## config.mk

```make
export PLATFORM = sky130hd
export DESIGN_NAME = chained_xor_packet_decrypt
export DESIGN_NICKNAME = d
export VERILOG_FILES = /design/src/hw/rtl/cxpd_pkg.sv /design/src/hw/rtl/cxpd_in_reg.sv /design/src/hw/rtl/cxpd_decrypt.sv /design/src/hw/rtl/chained_xor_packet_decrypt.sv
export VERILOG_INCLUDE_DIRS = /design/src /design/src/hw/rtl
export SDC_FILE = /design/constraint.sdc
export NUM_CORES = 1
export LEC_CHECK = 0
export ABC_AREA = 1
export BUFFER_PORTS_ARGS = -buffer_cell sky130_fd_sc_hd__buf_2
export CORE_MARGIN = 5
export CORE_UTILIZATION = 47
export CTS_CLUSTER_DIAMETER = 40
export DETAILED_ROUTE_END_ITERATION = 16
export PLACE_DENSITY = 0.71
export SYNTH_ARGS = -nofsm -noshare
export SYNTH_HDL_FRONTEND = slang
export SYNTH_SLANG_ARGS = --single-unit
```

## constraint.sdc

```tcl
create_clock -name clk_i -period 5.65 [get_ports clk_i]
set_input_delay 1.13 -clock clk_i [delete_from_list [all_inputs] [get_ports clk_i]]
set_output_delay 1.13 -clock clk_i [all_outputs]
set_load 0.02 [all_outputs]
```

## src/hw/rtl/chained_xor_packet_decrypt_defines.svh

```systemverilog
// ----------------------------------------------------------------------------
// Chained XOR packet decrypt: assertion macros
// Concurrent assertion wrappers. They compile to nothing when SYNTH is set.
// ----------------------------------------------------------------------------
`ifndef CHAINED_XOR_PACKET_DECRYPT_DEFINES_SVH
`define CHAINED_XOR_PACKET_DECRYPT_DEFINES_SVH

`ifndef SYNTH
// Checked only while out of reset.
`define CXPD_ASSERT(lbl, clk, rstn, prop, msg) \
  lbl: assert property (@(posedge clk) disable iff (!rstn) prop) else $error(msg);
// Checked at every edge, reset included.
`define CXPD_ASSERT_ALWAYS(lbl, clk, prop, msg) \
  lbl: assert property (@(posedge clk) prop) else $error(msg);
`else
`define CXPD_ASSERT(lbl, clk, rstn, prop, msg)
`define CXPD_ASSERT_ALWAYS(lbl, clk, prop, msg)
`endif

`endif

```

## src/hw/rtl/cxpd_pkg.sv

```systemverilog
// ----------------------------------------------------------------------------
// Chained XOR packet decrypt package
// Shared transaction types and reset constants.
// ----------------------------------------------------------------------------
package cxpd_pkg;

  localparam logic [7:0] PrivateKeyReset = 8'h00;
  localparam logic [7:0] FirstPosition   = 8'h01;

  typedef struct packed {
    logic [7:0] cipher_byte;
    logic [7:0] random_key;
    logic       first_byte;
    logic       last_byte;
  } item_t;

  typedef struct packed {
    logic [7:0] plain_byte;
    logic       is_checksum;
    logic       is_last;
    logic       checksum_ok;
  } result_t;

endpackage

```

## src/hw/rtl/cxpd_in_reg.sv

```systemverilog
// ----------------------------------------------------------------------------
// Chained XOR packet decrypt: input register
// Captures one input transaction and holds it until the decrypt stage advances.
// ----------------------------------------------------------------------------
module cxpd_in_reg (
  input  logic            clk_i,
  input  logic            rst_ni,
  input  logic            in_valid_i,
  output logic            in_ready_o,
  input  cxpd_pkg::item_t in_item_i,
  input  logic            advance_i,
  output logic            valid_o,
  output cxpd_pkg::item_t item_o
);

  logic            valid_q, valid_d;
  cxpd_pkg::item_t item_q;

  assign in_ready_o = !valid_q || advance_i;
  assign valid_d    = in_ready_o ? in_valid_i : valid_q;

  always_ff @(posedge clk_i or negedge rst_ni) begin
    if (!rst_ni) begin
      valid_q <= 1'b0;
    end else begin
      valid_q <= valid_d;
    end
  end

  // Payload needs no reset; load on every accepted transaction.
  always_ff @(posedge clk_i) begin
    if (in_valid_i && in_ready_o) begin
      item_q <= in_item_i;
    end
  end

  assign valid_o = valid_q;
  assign item_o  = item_q;

endmodule

```

## src/hw/rtl/cxpd_decrypt.sv

```systemverilog
// ----------------------------------------------------------------------------
// Chained XOR packet decrypt: decrypt stage
// Two chained XOR layers, chain state, payload sum and private key register.
// ----------------------------------------------------------------------------
module cxpd_decrypt (
  input  logic              clk_i,
  input  logic              rst_ni,
  input  logic              cfg_we_i,
  input  logic [7:0]        cfg_wdata_i,
  input  logic              advance_i,
  input  cxpd_pkg::item_t   item_i,
  output cxpd_pkg::result_t result_o
);

  logic [7:0] key_q;
  logic [7:0] prev_cipher_q, prev_cipher_d;
  logic [7:0] prev_plain_q, prev_plain_d;
  logic [7:0] pos_q, pos_d;
  logic [7:0] sum_q, sum_d;
  logic [7:0] chk_q, chk_d;
  logic [7:0] mid;
  logic [7:0] plain;

  always_comb begin
    // A packet start restarts the chain at position one.
    if (item_i.first_byte) begin
      pos_d = cxpd_pkg::FirstPosition;
    end else begin
      pos_d = pos_q + 8'd1;
    end
    mid   = item_i.cipher_byte
          ^ ((item_i.first_byte ? 8'h00 : prev_cipher_q) + key_q + pos_d);
    plain = mid ^ ((item_i.first_byte ? 8'h00 : prev_plain_q) + item_i.random_key + pos_d);
    prev_cipher_d = item_i.cipher_byte;
    prev_plain_d  = mid;
    if (item_i.first_byte) begin
      sum_d = 8'h00;
      chk_d = plain;
    end else begin
      sum_d = sum_q + plain;
      chk_d = chk_q;
    end
  end

  always_ff @(posedge clk_i or negedge rst_ni) begin
    if (!rst_ni) begin
      key_q         <= cxpd_pkg::PrivateKeyReset;
      prev_cipher_q <= 8'h00;
      prev_plain_q  <= 8'h00;
      pos_q         <= 8'h00;
      sum_q         <= 8'h00;
      chk_q         <= 8'h00;
    end else begin
      if (cfg_we_i) begin
        key_q <= cfg_wdata_i;
      end
      if (advance_i) begin
        prev_cipher_q <= prev_cipher_d;
        prev_plain_q  <= prev_plain_d;
        pos_q         <= pos_d;
        sum_q         <= sum_d;
        chk_q         <= chk_d;
      end
    end
  end

  assign result_o.plain_byte  = plain;
  assign result_o.is_checksum = item_i.first_byte;
  assign result_o.is_last     = item_i.last_byte;
  assign result_o.checksum_ok = item_i.last_byte && (sum_d == chk_d);

endmodule

```

## src/hw/rtl/chained_xor_packet_decrypt.sv

```systemverilog
// ----------------------------------------------------------------------------
// Chained XOR packet decrypt: top level
// Path from input acceptance to result valid: input register, then result
//   register; throughput 1 byte per cycle while the result side does not stall,
//   set by the two-layer add-and-XOR pass from input to result register.
// Reset: asynchronous active low; clears the chain, position, sum, checksum
//   and private key to zero and empties both register stages.
// ----------------------------------------------------------------------------
`include "chained_xor_packet_decrypt_defines.svh"

module chained_xor_packet_decrypt (
  input  logic       clk_i,
  input  logic       rst_ni,
  // configuration: private key
  input  logic       cfg_we_i,
  input  logic [7:0] cfg_wdata_i,
  // input channel
  input  logic       in_valid_i,
  output logic       in_ready_o,
  input  logic [7:0] cipher_byte_i,
  input  logic [7:0] random_key_i,
  input  logic       first_byte_i,
  input  logic       last_byte_i,
  // result channel
  output logic       out_valid_o,
  input  logic       out_ready_i,
  output logic [7:0] plain_byte_o,
  output logic       is_checksum_o,
  output logic       is_last_o,
  output logic       checksum_ok_o
);

  cxpd_pkg::item_t   in_item;
  cxpd_pkg::item_t   stage_item;
  cxpd_pkg::result_t stage_result;
  cxpd_pkg::result_t result_q;
  logic              stage_valid;
  logic              advance;
  logic              out_valid_q, out_valid_d;

  assign in_item.cipher_byte = cipher_byte_i;
  assign in_item.random_key  = random_key_i;
  assign in_item.first_byte  = first_byte_i;
  assign in_item.last_byte   = last_byte_i;

  // Advance the held transaction whenever the result register is free or
  // being drained this cycle; the chain state moves with it.
  assign advance = stage_valid && (!out_valid_q || out_ready_i);

  cxpd_in_reg u_in_reg (
    .clk_i      (clk_i),
    .rst_ni     (rst_ni),
    .in_valid_i (in_valid_i),
    .in_ready_o (in_ready_o),
    .in_item_i  (in_item),
    .advance_i  (advance),
    .valid_o    (stage_valid),
    .item_o     (stage_item)
  );

  cxpd_decrypt u_decrypt (
    .clk_i       (clk_i),
    .rst_ni      (rst_ni),
    .cfg_we_i    (cfg_we_i),
    .cfg_wdata_i (cfg_wdata_i),
    .advance_i   (advance),
    .item_i      (stage_item),
    .result_o    (stage_result)
  );

  // Result register: load on advance, drop valid once taken.
  assign out_valid_d = advance ? 1'b1 : (out_valid_q && !out_ready_i);

  always_ff @(posedge clk_i or negedge rst_ni) begin
    if (!rst_ni) begin
      out_valid_q <= 1'b0;
    end else begin
      out_valid_q <= out_valid_d;
    end
  end

  always_ff @(posedge clk_i) begin
    if (advance) begin
      result_q <= stage_result;
    end
  end

  assign out_valid_o   = out_valid_q;
  assign plain_byte_o  = result_q.plain_byte;
  assign is_checksum_o = result_q.is_checksum;
  assign is_last_o     = result_q.is_last;
  assign checksum_ok_o = result_q.checksum_ok;

  // An advanced transaction always shows up as a valid result.
  `CXPD_ASSERT(a_advance_fills_out, clk_i, rst_ni, advance |=> out_valid_o, "advance lost result")
  // A held transaction stays held while the result side stalls.
  `CXPD_ASSERT(a_stage_holds, clk_i, rst_ni, stage_valid && !advance |=> stage_valid, "stage item dropped")
  // Backpressure on the input only when a transaction is parked.
  `CXPD_ASSERT_ALWAYS(a_ready_when_empty, clk_i, !in_ready_o |-> stage_valid, "stall while empty")
  // An empty-payload packet passes exactly when its checksum is zero.
  `CXPD_ASSERT(a_empty_packet_check, clk_i, rst_ni, out_valid_o && is_checksum_o && is_last_o |-> checksum_ok_o == (plain_byte_o == 8'h00), "empty packet check wrong")

endmodule

```

; ---- Word level (Yosys, flattened, before mapping)
; Cells that the tools add are included.
[totals]
register_bits = 79
input_bits = 31
word_cells = 40
[op_classes]
add_sub_neg = 6
n_eq_ne = 1
muxes = 6
bitwise_logic = 2
n_reduce_logical = 9
[op_table]
columns = op, n
row1 = $add A8 B8 Y8, 5
row2 = $mux W8, 5
row3 = $xor A8 B8 Y8, 2
row4 = $add A8 B1 Y8 const B, 1
row5 = $eq A8 B8 Y1, 1
row6 = $logic_and A1 B1 Y1, 4
row7 = $logic_not A1 Y1, 3
row8 = $logic_or A1 B1 Y1, 2
row9 = $mux W1, 1

; ---- Logic depth before layout (Yosys ltp)
[depth]
depth_word = 9
mapped_depth = 31
ltp_nobuf = 30

; ---- Cells and area by module
; A second synthesis with hierarchy kept.
[unflattened]
cells_unflattened = 618
area_unflattened_um2 = 5039.8
[by_module_without_submodules]
columns = mod, n_inst, cells_each, area_each_um2, seq_area_each_um2
row1 = cxpd_decrypt, 1, 577, 4075.2, 1201.2
row2 = cxpd_in_reg, 1, 24, 585.6, 565.5
row3 = chained_xor_packet_decrypt, 1, 17, 379.1, 355.3

; ---- Worst setup path before layout
; OpenSTA, ideal clock, no wires.
[synth_path]
path_kind = flip-flop to flip-flop
startpoint = reg u_in_reg.item_q (netlist bit u_in_reg.item_o[1])
endpoint = reg result_q (netlist bit checksum_ok_o) (data pin)
setup_time_ns = 0.138
arrival_time_ns = 4.182
required_ns = 5.512
setup_slack_ns = 1.331
path_stages_with_launch = 26
period_less_slack_ns = 4.319
path_cell_list = edfxtp_1 -> inv_2 -> buf_2 -> buf_6 -> clkbuf_1 -> nand2_1 -> fa_1 -> inv_1 -> ha_1 -> inv_1 -> fa_1 -> xnor2_1 -> xor2_1 -> ha_1 -> nand2_1 -> nand2_1 -> a21oi_1 -> o21ai_0 -> or2_1 -> nand3_1 -> inv_1 -> nand2_1 -> nand3_1 -> nor3_1 -> nand2_1 -> nor2_1
[synth_rtl]
columns = item, line_no
row1 = "start, declared", cxpd_in_reg.sv:17  ; cxpd_pkg::item_t item_q;
row2 = "start signal, assigned", cxpd_in_reg.sv:33  ; item_q <= in_item_i;
row3 = "end signal, assigned", chained_xor_packet_decrypt.sv:84  ; result_q <= stage_result;
row4 = "end, declared", chained_xor_packet_decrypt.sv:36  ; cxpd_pkg::result_t result_q;

==> summary.md <==
| Metric | Value |
|---|---|
| Status | `complete, no violations` |
| Largest net degree at the start of global routing | `60` |
| Die ar. | `between 10000 and 15000 sq um` |
| Fin Clk Skew | `around 0.013 ns` |
| Minimum clock period | `roughly 5 ns` |
| Maxcap violations | `0` |
| Area of the multi-input gates | `between 2000 and 2500 sq um` |
| Fillers | `970` |
| Flop-to-flop setup slack | `0.79 ns` |
| Synth Cell Area | `roughly 4900 sq um` |
| Peak supply drop | `between 0.0002 and 0.00025 V` |
| Critical path arrival | `~5.1 ns` |
| R2R cell count | `22` |
| Fin cells | `773` |
| Reg clk slew, reported paths | `around 0.08 ns` |
| Slowest Stage Delay on Critical Path | `about 0.56 ns` |
| Die W | `around 110 um` |
| Crit. End Element | `flop` |
| Critical Path RT | `a little under 6 ns` |
| Crit-path max FO | `17` |
| Drt wl/cell | `13.2 um` |
| Overflow after GRT | `0` |
| Placed cell areas | `around 5300 sq um` |
| Cts repair resizes | `0` |
| Min-delay src | `u_in_reg.item_o[0]` |
| Compound-Gate Fraction of Synth Area | `0.0734` |
| Setup bufs post-CTS | `0` |
| Syn Nets | `approximately 660` |
| Tcrit/Tclk final | `0.861` |
| Fin area | `between 5000 and 6000 sq um` |
| Die height | `~110 um` |
| Final hold viol count | `0` |
| Fmax | `between 200 and 250 MHz` |
| Final nets | `700` |
| Initial Utilization | `0.481` |
| Switching part of the total power | `0.456` |
| Synth Area in Adders | `0.119` |
| Net Sw Power | `about 1300 uW` |
| Detail Route Antenna Nets | `0` |
| Internal | `1500 uW` |
| Clock Path Buffers | `2` |
| Vias in the first global route | `between 3000 and 4000` |
| IO Count | `44` |
| Post-synth cell types | `38` |
| Slowest cell on the critical path | `edfxtp_1` |
| Hold slack | `about 0.46 ns` |
| Global Route Usage Sum | `0.171` |
| Placeable Area | `slightly above 10000 sq um` |
| Clock latency on the worst-skew pair | `~0.35 ns` |
| Commonest non-fill, non-tap cell in the layout | `nand2_1` |
| Initial antenna violation count | `0` |
| Critical R2R Capture | `checksum_ok_o` |
| Share of layout cells above drive strength 1 | `0.151` |
| Pwr dens | `506 nW/um^2` |
| Worst Hold Endpoint | `is_last_o` |
| Pleak | `between 0.002 and 0.003 uW` |
| # rows | `37` |
| Worst R2R Start | `u_in_reg.item_o[1]` |
| Via/cell ratio | `5.00` |
| Most used cell, CP | `nand2_1` |
| Least-Margin Pin Slew | `1.18 ns` |
| Fin. max-slew vios | `0` |
| Mux cell area share after synthesis | `0.00455` |
| Inst Count DP | `approximately 760` |
| Seq/Total Area, Yosys | `0.429` |
| First-pass GRT wire length | `around 18 mm` |
| Clock sink count | `79` |
| Slew HR | `0.215` |
| RSZ-0062 raised after global routing | `no` |
| CP cell instances | `inv_2 -> nand2_1 -> inv_1 -> fa_1 -> ha_1 -> inv_1 -> fa_1 -> xnor2_1 -> xor2_1 -> ha_1 -> nand2_1 -> nand2_1 -> a21oi_1 -> o21ai_0 -> or2_1 -> nand3_1 -> inv_1 -> nand2_1 -> nand3_1 -> nor3_1 -> nand2_1 -> nor2_1` |
| Reg area | `roughly 2100 sq um` |
| Mean Syn Cell Area | `around 8.4 sq um` |
| DRC | `0` |
| Post-DP HPWL | `approximately 7.6 mm` |
| Post-synthesis xor/xnor area fraction | `0.0230` |
| Share of power burned in the clock network | `0.135` |
| Root Driver | `clkbuf_8` |
| Synth warn | `0` |
| Synth-to-Final Area Change | `10.4%` |
| Main combinational cell family by area after synthesis | `simple AND/OR/NAND/NOR gates` |
| Setup TNS | `0 ns` |
| Cell depth of the worst hold path | `0` |
| Pre-Repair DR Iteration Count | `7` |
| Via count | `about 3900` |
| Simple-gate share of the synthesized area | `0.263` |
| Setup Viol. Count Final | `0` |
| GPL Wtd Cong | `slightly below 0.9` |
| CTS tree | `done` |
| Seq pwr share | `0.302` |
| ANT cells | `0` |
| Synthesized flop and latch total | `slightly below 80` |
| Hold_buf cts | `0` |
| Number of H-tree levels | `3` |
| Wirelength, routed | `approximately 10 mm` |
| Commonest non-fill, non-tap cells in the layout | `nand2_1 (163), inv_1 (93), dfrtp_1 (50), o21ai_0 (44), buf_2 (43)` |
| Num CTS Buffers | `9` |
| Setup CP Type | `reg2reg` |
| Port bufs | `43` |
| Hold crit path type | `reg2reg` |
| Syn Inst Count | `~590` |
| Startpoint Class | `flop` |
| Gate power share | `0.563` |
| Initial DRC Count | `199` |
==> flip-flops by register name, indices dropped and copies added (netlist names) <==
signal                   count
plain_byte_o                 8
u_in_reg.valid_o             1
u_decrypt.sum_q              8
u_decrypt.key_q              8
u_decrypt.chk_q              8
u_decrypt.pos_q              8
is_checksum_o                1
u_decrypt.prev_plain_q       8
is_last_o                    1
u_in_reg.item_o             18
checksum_ok_o                1
u_decrypt.prev_cipher_q      8
out_valid_o                  1
==> logic make-up (layout without fill, tap and decap cells) <==
group	after synthesis	count (layout)
AND/OR/NAND/NOR	278	278
buffers and inverters	111	159
flip-flops	79	79
AO/OA/AOI/OAI	69	69
adder cells (fa/ha/maj)	37	37
XOR/XNOR	13	13
multiplexers	2	2
==> layer usage <==
layer | GRT usage | vias up | part of all wire
met5 | 0 | - | 0
met4 | 0.0521 | 0 | 0.012
met3 | 0.0323 | 12 | 0.047
met2 | 0.295 | 83 | 0.49
met1 | 0.217 | 1786 | 0.45
li1 | - | 1981 | -
==> critical path: cells and delay by family (launching register included) <==
kind,cells,cell delay (ns)
compound gates,2,0.27
flops,1,0.56
xor+xnor,2,0.70
simple gates,10,1.14
buf+inv,4,0.60
fa+ha+maj,4,1.45
==> power groups by stage <==
stage	logic (uW)	registers, uW	clock network, uW
2_1_floorplan	1180	867	0
3_3_place_gp	1490	842	0
3_5_place_dp	1540	846	0
4_1_cts	1550	836	382
5_1_grt	1780	855	409
6_report	1550	835	373
==> per-stage QoR <==
stage | total power, uW | setup slack, ns | util
floorplan | 2050 | 1.33 | -
global placement | 2330 | 0.991 | 0.515
detailed placement | 2380 | 0.884 | 0.515
CTS | 2760 | 0.864 | 0.531
global route | 3040 | 0.448 | 0.531
finish | 2760 | 0.787 | 0.531
==> how the worst max path moves through the flow <==
stage                       start       endpoint  slack, ns  cells past startpoint
6_report       u_in_reg.item_o[1]  checksum_ok_o       0.79                     22
5_1_grt        u_in_reg.item_o[1]  checksum_ok_o       0.45                     25
4_1_cts        u_in_reg.item_o[1]  checksum_ok_o       0.86                     23
3_5_place_dp   u_in_reg.item_o[1]  checksum_ok_o       0.88                     23
3_3_place_gp   u_in_reg.item_o[1]  checksum_ok_o       0.99                     23
2_1_floorplan  u_in_reg.item_o[1]  checksum_ok_o       1.33                     25
==> final cells by class <==
type,instances,area share
timing repair buffer,47,0.0449
tap,136,0.0312
clock inverter,3,0.00390
clock buffer,13,0.0273
inverter,96,0.0660
multi-input combinational,399,0.438
sequential,79,0.389
==> Yosys cell counts (all sizes together) <==
library cell,n,share of area
mux2,2,0.0046
nand4,14,0.018
inv,96,0.073
and2,1,0.0013
nand3b,6,0.0099
edfxtp,29,0.18
or2,6,0.0076
nand2b,1,0.0013
ha,20,0.051
nor3,3,0.0030
o21ai,48,0.049
nand2,178,0.15
nand3,43,0.053
dfrtp,50,0.25
clkbuf,10,0.0076
nor2,26,0.023
xnor2,5,0.0089
buf,5,0.0066
a21oi,14,0.014
a31oi,4,0.0051
xor2,8,0.014
a31o,1,0.0018
fa,17,0.069
a21o,1,0.0015
o211ai,1,0.0015
Power figures use the tool's default switching activity.
